### src/modexp_pkg.sv
// ----------------------------------------------------------------------------
// modexp_pkg
// Shared widths and the sequencer state type of the modular exponentiation
// block.
// ----------------------------------------------------------------------------
package modexp_pkg;

  localparam int ROOT_BITS = 16;
  localparam int EXP_BITS  = 32;
  localparam int DATA_BITS = 32;
  localparam int CFG_BITS  = 16;

  // The modulus (root squared) is twice the root width; residue products double it.
  localparam int MOD_BITS  = 2 * ROOT_BITS;
  localparam int PROD_BITS = 2 * MOD_BITS;

  // The reducer takes either a product of residues or the raw base.
  localparam int RED_BITS  = (PROD_BITS > DATA_BITS) ? PROD_BITS : DATA_BITS;
  localparam int RED_CNT_BITS = $clog2(RED_BITS + 1);

  localparam int BIT_CNT_BITS = (EXP_BITS > 1) ? $clog2(EXP_BITS) : 1;

  localparam int IN_TDATA_BITS  = ((DATA_BITS + EXP_BITS + 7) / 8) * 8;
  localparam int OUT_TDATA_BITS = ((DATA_BITS + 7) / 8) * 8;

  typedef enum logic [2:0] {
    ST_IDLE,
    ST_ROOT_SQ,
    ST_BASE_RED,
    ST_BIT,
    ST_ACC_RED,
    ST_SQ_RED,
    ST_DONE
  } state_t;

endpackage

### src/modexp_reduce.sv
// ----------------------------------------------------------------------------
// modexp_reduce
// Bit-serial restoring reduction of a wide operand modulo a variable modulus,
// one operand bit per cycle.
// ----------------------------------------------------------------------------
module modexp_reduce (
  input  logic                                clk,
  input  logic                                rst,
  input  logic                                start,
  input  logic [modexp_pkg::RED_BITS-1:0]     operand,
  input  logic [modexp_pkg::MOD_BITS-1:0]     modulus,
  output logic                                done,
  output logic [modexp_pkg::MOD_BITS-1:0]     result
);

  logic [modexp_pkg::RED_BITS-1:0]     dividend;
  logic [modexp_pkg::MOD_BITS-1:0]     rem;
  logic [modexp_pkg::RED_CNT_BITS-1:0] cnt;

  logic [modexp_pkg::MOD_BITS:0] shifted;
  logic [modexp_pkg::MOD_BITS:0] diff;
  logic [modexp_pkg::MOD_BITS-1:0] rem_next;

  // The partial remainder stays below the modulus, so one subtraction per
  // step is enough to bring it back into range.
  always_comb begin
    shifted = {rem, dividend[modexp_pkg::RED_BITS-1]};
    diff    = shifted - {1'b0, modulus};
    if (shifted >= {1'b0, modulus}) begin
      rem_next = diff[modexp_pkg::MOD_BITS-1:0];
    end else begin
      rem_next = shifted[modexp_pkg::MOD_BITS-1:0];
    end
  end

  always_ff @(posedge clk) begin
    if (rst) begin
      cnt  <= '0;
      done <= 1'b0;
    end else begin
      done <= 1'b0;
      if (start) begin
        cnt <= modexp_pkg::RED_CNT_BITS'(modexp_pkg::RED_BITS);
      end else if (cnt != '0) begin
        cnt  <= cnt - 1'b1;
        done <= (cnt == modexp_pkg::RED_CNT_BITS'(1));
      end
    end
  end

  always_ff @(posedge clk) begin
    if (start) begin
      dividend <= operand;
      rem      <= '0;
    end else if (cnt != '0) begin
      dividend <= {dividend[modexp_pkg::RED_BITS-2:0], 1'b0};
      rem      <= rem_next;
    end
  end

  assign result = rem;

endmodule

### src/modular_exponentiation_mod_n_squared.sv
// ----------------------------------------------------------------------------
// modular_exponentiation_mod_n_squared
// Raises a base to an exponent modulo the square of a configured root n.
// ----------------------------------------------------------------------------
// Usage:
//   The cfg channel writes the root n (reset value 1, zero acts as 1). It is
//   always ready and should only be written while the block is idle.
//   An input item on s_axis carries the base and the exponent; one result
//   item leaves on m_axis for every input item.
//   An exponent of zero returns 1 and an exponent of one returns the base
//   unreduced; the sequencer goes straight to its done state for both.
//   Other exponents run square-and-multiply over all exponent bits, low bit
//   first. Every reduction goes through one bit-serial reducer, which shifts
//   through all 64 operand bits and then reports. The sequencer first forms
//   n*n and reduces the base, then for each exponent bit multiplies the
//   accumulator in if the bit is set and squares below the top bit, and
//   finishes in the done state, which loads the output register.
//   The block takes one item at a time; s_axis_tready is high only while it
//   is idle, from the cycle in which each result becomes valid. The result sits
//   in an output register; if it is still full when the next result is
//   ready, the sequencer holds until m_axis_tready frees it.
//   Reset empties the output register and restores the root to 1.
// ----------------------------------------------------------------------------
module modular_exponentiation_mod_n_squared (
  input  logic                                  clk,
  input  logic                                  rst,
  input  logic                                  cfg_valid,
  output logic                                  cfg_ready,
  input  logic [modexp_pkg::CFG_BITS-1:0]       cfg_data,      // key_root
  input  logic                                  s_axis_tvalid,
  output logic                                  s_axis_tready,
  input  logic [modexp_pkg::IN_TDATA_BITS-1:0]  s_axis_tdata,  // base_value, power
  output logic                                  m_axis_tvalid,
  input  logic                                  m_axis_tready,
  output logic [modexp_pkg::OUT_TDATA_BITS-1:0] m_axis_tdata   // result_value
);

  modexp_pkg::state_t state, state_next;

  logic [modexp_pkg::ROOT_BITS-1:0]    key_root;
  logic [modexp_pkg::ROOT_BITS-1:0]    root_eff;
  logic [modexp_pkg::DATA_BITS-1:0]    base;
  logic [modexp_pkg::EXP_BITS-1:0]     expo;
  logic [modexp_pkg::BIT_CNT_BITS-1:0] bit_cnt;
  logic [modexp_pkg::MOD_BITS-1:0]     modulus;
  logic [modexp_pkg::MOD_BITS-1:0]     acc;
  logic [modexp_pkg::MOD_BITS-1:0]     sq;
  logic [modexp_pkg::DATA_BITS-1:0]    res;
  logic                                out_valid;
  logic [modexp_pkg::DATA_BITS-1:0]    out_data;

  logic [modexp_pkg::DATA_BITS-1:0]    in_base;
  logic [modexp_pkg::EXP_BITS-1:0]     in_power;
  logic                                in_fire;
  logic                                out_free;
  logic                                last_bit;

  logic [modexp_pkg::MOD_BITS-1:0]     mul_a;
  logic [modexp_pkg::MOD_BITS-1:0]     mul_b;
  logic [modexp_pkg::PROD_BITS-1:0]    prod;
  logic                                red_start;
  logic [modexp_pkg::RED_BITS-1:0]     red_operand;
  logic                                red_done;
  logic [modexp_pkg::MOD_BITS-1:0]     red_result;

  assign in_base  = s_axis_tdata[modexp_pkg::DATA_BITS-1:0];
  assign in_power = s_axis_tdata[modexp_pkg::DATA_BITS +: modexp_pkg::EXP_BITS];
  assign in_fire  = s_axis_tvalid && s_axis_tready;
  assign out_free = !out_valid || m_axis_tready;
  assign last_bit = (bit_cnt == modexp_pkg::BIT_CNT_BITS'(modexp_pkg::EXP_BITS - 1));
  assign root_eff = (key_root == '0) ? modexp_pkg::ROOT_BITS'(1) : key_root;

  assign cfg_ready     = 1'b1;
  assign s_axis_tready = (state == modexp_pkg::ST_IDLE);
  assign m_axis_tvalid = out_valid;
  assign m_axis_tdata  = modexp_pkg::OUT_TDATA_BITS'(out_data);

  // The one multiplier; its product is registered as the modulus or in the reducer.
  assign prod = mul_a * mul_b;

  modexp_reduce u_reduce (
    .clk     (clk),
    .rst     (rst),
    .start   (red_start),
    .operand (red_operand),
    .modulus (modulus),
    .done    (red_done),
    .result  (red_result)
  );

  always_comb begin
    state_next = state;
    case (state)
      modexp_pkg::ST_IDLE: begin
        if (in_fire) begin
          if (in_power == '0 || in_power == modexp_pkg::EXP_BITS'(1)) begin
            state_next = modexp_pkg::ST_DONE;
          end else begin
            state_next = modexp_pkg::ST_ROOT_SQ;
          end
        end
      end
      modexp_pkg::ST_ROOT_SQ: state_next = modexp_pkg::ST_BASE_RED;
      modexp_pkg::ST_BASE_RED: begin
        if (red_done) state_next = modexp_pkg::ST_BIT;
      end
      modexp_pkg::ST_BIT: begin
        if (expo[0]) begin
          state_next = modexp_pkg::ST_ACC_RED;
        end else if (last_bit) begin
          state_next = modexp_pkg::ST_DONE;
        end else begin
          state_next = modexp_pkg::ST_SQ_RED;
        end
      end
      modexp_pkg::ST_ACC_RED: begin
        if (red_done) begin
          state_next = last_bit ? modexp_pkg::ST_DONE : modexp_pkg::ST_SQ_RED;
        end
      end
      modexp_pkg::ST_SQ_RED: begin
        if (red_done) state_next = modexp_pkg::ST_BIT;
      end
      modexp_pkg::ST_DONE: begin
        if (out_free) state_next = modexp_pkg::ST_IDLE;
      end
      default: state_next = modexp_pkg::ST_IDLE;
    endcase
  end

  // Multiplier operands and reducer start for each step.
  always_comb begin
    mul_a       = sq;
    mul_b       = sq;
    red_start   = 1'b0;
    red_operand = modexp_pkg::RED_BITS'(prod);
    case (state)
      modexp_pkg::ST_ROOT_SQ: begin
        mul_a       = modexp_pkg::MOD_BITS'(root_eff);
        mul_b       = modexp_pkg::MOD_BITS'(root_eff);
        red_start   = 1'b1;
        red_operand = modexp_pkg::RED_BITS'(base);
      end
      modexp_pkg::ST_BIT: begin
        mul_a     = expo[0] ? acc : sq;
        red_start = expo[0] || !last_bit;
      end
      modexp_pkg::ST_ACC_RED: begin
        red_start = red_done && !last_bit;
      end
      default: begin
        red_start = 1'b0;
      end
    endcase
  end

  always_ff @(posedge clk) begin
    if (rst) begin
      state     <= modexp_pkg::ST_IDLE;
      key_root  <= modexp_pkg::ROOT_BITS'(1);
      out_valid <= 1'b0;
    end else begin
      state <= state_next;
      if (cfg_valid && cfg_ready) begin
        key_root <= cfg_data[modexp_pkg::ROOT_BITS-1:0];
      end
      if (m_axis_tvalid && m_axis_tready) begin
        out_valid <= 1'b0;
      end
      if (state == modexp_pkg::ST_DONE && out_free) begin
        out_valid <= 1'b1;
      end
    end
  end

  always_ff @(posedge clk) begin
    case (state)
      modexp_pkg::ST_IDLE: begin
        if (in_fire) begin
          base    <= in_base;
          expo    <= in_power;
          bit_cnt <= '0;
          res     <= (in_power == '0) ? modexp_pkg::DATA_BITS'(1) : in_base;
        end
      end
      modexp_pkg::ST_ROOT_SQ: begin
        modulus <= prod[modexp_pkg::MOD_BITS-1:0];
      end
      modexp_pkg::ST_BASE_RED: begin
        if (red_done) begin
          sq  <= red_result;
          acc <= (modulus == modexp_pkg::MOD_BITS'(1)) ? '0 : modexp_pkg::MOD_BITS'(1);
        end
      end
      modexp_pkg::ST_BIT: begin
        if (!expo[0] && last_bit) begin
          res <= modexp_pkg::DATA_BITS'(acc);
        end
      end
      modexp_pkg::ST_ACC_RED: begin
        if (red_done) begin
          acc <= red_result;
          res <= modexp_pkg::DATA_BITS'(red_result);
        end
      end
      modexp_pkg::ST_SQ_RED: begin
        if (red_done) begin
          sq      <= red_result;
          expo    <= expo >> 1;
          bit_cnt <= bit_cnt + 1'b1;
        end
      end
      modexp_pkg::ST_DONE: begin
        if (out_free) begin
          out_data <= res;
        end
      end
      default: begin
        res <= res;
      end
    endcase
  end

`ifndef SYNTH
  a_done_only_when_waiting: assert property (@(posedge clk) disable iff (rst)
    red_done |-> (state == modexp_pkg::ST_BASE_RED || state == modexp_pkg::ST_ACC_RED ||
                  state == modexp_pkg::ST_SQ_RED))
    else $error("reducer finished outside a wait state");

  a_modulus_nonzero: assert property (@(posedge clk) disable iff (rst)
    state == modexp_pkg::ST_BIT |-> modulus != '0)
    else $error("modulus is zero during the exponent loop");

  a_residues_reduced: assert property (@(posedge clk) disable iff (rst)
    state == modexp_pkg::ST_BIT |-> (acc < modulus || modulus == modexp_pkg::MOD_BITS'(1))
                                    && sq < modulus)
    else $error("accumulator or square not reduced");

  a_general_power_starts: assert property (@(posedge clk) disable iff (rst)
    in_fire && in_power != '0 && in_power != modexp_pkg::EXP_BITS'(1)
    |=> state == modexp_pkg::ST_ROOT_SQ)
    else $error("general exponent did not start the sequencer");
`endif

endmodule
### config.mk
export PLATFORM = sky130hd
export DESIGN_NAME = modular_exponentiation_mod_n_squared
export DESIGN_NICKNAME = d
export VERILOG_FILES = /design/src/modexp_pkg.sv /design/src/modexp_reduce.sv /design/src/modular_exponentiation_mod_n_squared.sv
export SDC_FILE = /design/constraint.sdc
export NUM_CORES = 2
export LEC_CHECK = 0
export ABC_AREA = 1
export BUFFER_PORTS_ARGS = -buffer_cell sky130_fd_sc_hd__buf_2
export CAP_MARGIN = 20
export CORE_UTILIZATION = 65
export DETAILED_ROUTE_END_ITERATION = 7
export PLACE_DENSITY = 0.86
export REMOVE_ABC_BUFFERS = 1
export SYNTH_ARGS = -nofsm -noshare
export SYNTH_HDL_FRONTEND = slang
export SYNTH_HIERARCHICAL = 1
export SYNTH_SLANG_ARGS = --single-unit
### constraint.sdc
create_clock -name clk -period 11.2 [get_ports clk]
set_input_delay 1.12 -clock clk [delete_from_list [all_inputs] [get_ports clk]]
set_output_delay 1.12 -clock clk [all_outputs]
set_load 0.005 [all_outputs]
==> flow_summary.ini <==
[run]
cap_violations = 0

[timing]
setup_viol = 0
slew_headroom = 0.202
max_clock_freq_mhz = 96.7
min_period_over_period = 0.924
timing.setup.tns_ns = 0
min_period_ns = 10.35
timing_hold_violations_final = 0
slew_viol_final = 0
fin_skew_ns = 0.0290
timing_worst_slew_pin_value_ns = 1.20
setup_repair_after_global_routing_missed_its_margin = false

[logic_synthesis]
yosysSeqAreaShare = 0.191
synthTopCellsByArea = fa_1, edfxtp_1, nand2_1
postSynthCellCount = 6477
synth_seq_cells = 353
async_flop_share = 0
synthDominantAreaCellType = fa_1
post_synth_num_cell_types = 56
synth_ff_type = edfxtp_1
syn-cell-area_mm2 = 0.0525
yosysWarnings = 6
postSynthAreaPerCell_um2 = 8.10
number_of_synthesized_flops_with_an_enable_pin = 293
synth_top_area_share = 0.342

[clock_tree]
tritoncts = built
cts-buffers-inserted = 37
postCtsResizedCells = 0
cts-root-buf = clkbuf_16
holdBufCountCts = 0
insertion_delay_ns = 0.56
clkSlewWorstSetupHoldPaths_ns = 0.07
count_of_clock_tree_sinks = 353
cts.htree.levels = 2
post_cts.repair.setup_buffers = 0
clk_buf_depth = 3

[layout]
mostFrequentLayoutCell = nand2_1
layout-drive-gt1-share = 0.0658
multi_input_comb_area_mm2 = 0.0356
num-fill-cells = 6396
final_cell_mix = nand2_1, inv_1, fa_1
fin_nets = 7773
layout-area-overhead-vs-synth_pct = 4.99
seq_cell_area_mm2 = 0.0100

[worst_hold_path]
min-delay-path-class = reg -> reg
hold-path-endpoint = m_axis_tdata[27]$_DFFE_PP_
hold_path_depth = 0
worstHoldStart = res[27]$_DFFE_PP_

[place]
port_buffers = 118
routabilityCongestion = 1.06
post-dp-hpwl_um = 147000

[floorplan]
chipWidth_um = 286
die_height_um = 286
ioPinCount = 120
die_area_mm2 = 0.0818
rows = 103
core_area_mm2 = 0.0794
initial_utilization = 0.661

[route]
routed-via-count = 44836
detail_route.first_pass.iterations = 8
detail_route.drc_violations = 6
first_iter_violations = 5691
wl_per_cell_um = 24.5
count_of_antenna_violating_nets_left_after_detailed_routing = 0
via_per_inst = 5.92
postRouteWirelength_um = 185000

[setup_path]
worst_setup_path_start_kind = flop
worstPathRequired_ns = 11.52
criticalPathCategory = reg -> reg
critical_path_peak_fanout = 22
endpoint_kind = flop
crit_path_max_delay_family = adder cells
r2r.worst_path.cells = 33
cp.arrival_ns = 10.66
crit_buf_inv = 8
worstReg2RegStart = state[1]$_SDFFE_PP0P_
cp_slowest_cell = inv_1
timing.reg2reg.setup_slack_ns = 0.85
critical-path-top-cell-by-count = nand2_1
reg2reg_to = u_reduce/dividend[27]$_DFFE_PP_
max_stage_delay_ns = 1.02

[grt]
vias_in_the_first_global_route = 47040
overflow = 0
all_layer_global_routing_usage = 0.469
antenna_found_initial = 10
grt_start_max_net_pins = 76
grt_first_pass_wirelength_um = 282000

[status]
failing_checks = DRC
status = complete, but fails checks
[through the flow]
step / hold WS (ns) / util / std cells / worst slack [ns] / cell area (µm²)
after floorplan: 0.400 / - / 6259 / 2.10 / 51300
after global placement: 0.401 / 0.678 / 7503 / 1.18 / 53800
after detailed placement: 0.405 / 0.678 / 7503 / 1.18 / 53800
after CTS: 0.411 / 0.693 / 7570 / 1.16 / 55100
after global routing: 0.421 / 0.693 / 7570 / 0.655 / 55100
final: 0.424 / 0.694 / 7577 / 0.854 / 55100
[cell families after synthesis]
kind of cell	count (synthesis)	share of synthesized area
other	1	0.0000715
xor gates and xnor gates	48	0.00802
buffers and inverters	1736	0.131
muxes	24	0.00515
AOI/OAI and AO/OA	236	0.0270
DFF	353	0.191
and+or+nand+nor	2883	0.224
adders and majority gates	1196	0.414
[cell type report]
type,count,area share
multi-input combinational,4388,0.647
sequential,353,0.182
inverter,1518,0.104
tap,1050,0.0239
timing repair buffer,194,0.0211
clock buffer,42,0.0175
clock inverter,25,0.00477
antenna,7,0.000318
[sequential cells by signal, summed over array words and instances (netlist names), 5 cells and up]
signal and flops:
bit_cnt 5, modulus 32, key_root 16, u_reduce/dividend 64, res 32, u_reduce/cnt 7
sq 32, m_axis_tdata 32, acc 32, u_reduce/result 32, expo 32, base 32
[synth_stat cells, types with 18 or more instances]
| master | instances |
|---|---|
| buf_4 | 32 |
| nor2_2 | 18 |
| xnor2_1 | 20 |
| nand2_1 | 1749 |
| nor2_1 | 746 |
| xor2_1 | 28 |
| o21ai_0 | 39 |
| nand2_2 | 25 |
| edfxtp_1 | 293 |
| ha_1 | 299 |
| o21ai_1 | 23 |
| nand3b_1 | 56 |
| dfxtp_1 | 60 |
| a21oi_1 | 126 |
| fa_1 | 897 |
| inv_1 | 1471 |
| inv_2 | 39 |
| clkbuf_1 | 48 |
| nor3_1 | 20 |
| buf_2 | 122 |
| nor4_1 | 21 |
| nand3_1 | 187 |
| mux2_2 | 24 |
[per-layer routing]
layer / share of wire / vias up / GRT usage
met3: 0.15 / 888 / 0.156
met5: 0.00070 / - / 0
met2: 0.43 / 3396 / 0.701
li1: - / 19047 / -
met4: 0.085 / 11 / 0.309
met1: 0.34 / 21494 / 0.583
[how the worst max path moves through the flow]
stage,start,end,cells past startpoint
finish,state[1]$_SDFFE_PP0P_,u_reduce/dividend[27]$_DFFE_PP_,33
global placement,state[1]$_SDFFE_PP0P_,u_reduce/dividend[27]$_DFFE_PP_,33
floorplan,state[0]$_SDFFE_PP0P_,u_reduce/dividend[26]$_DFFE_PP_,32
CTS,state[1]$_SDFFE_PP0P_,u_reduce/dividend[27]$_DFFE_PP_,33
global route,state[1]$_SDFFE_PP0P_,u_reduce/dividend[54]$_DFFE_PP_,29
detailed placement,state[1]$_SDFFE_PP0P_,u_reduce/dividend[27]$_DFFE_PP_,33
Power is not shown: default switching activity piles up to over one toggle a cycle in this logic, so the estimate is an artifact.
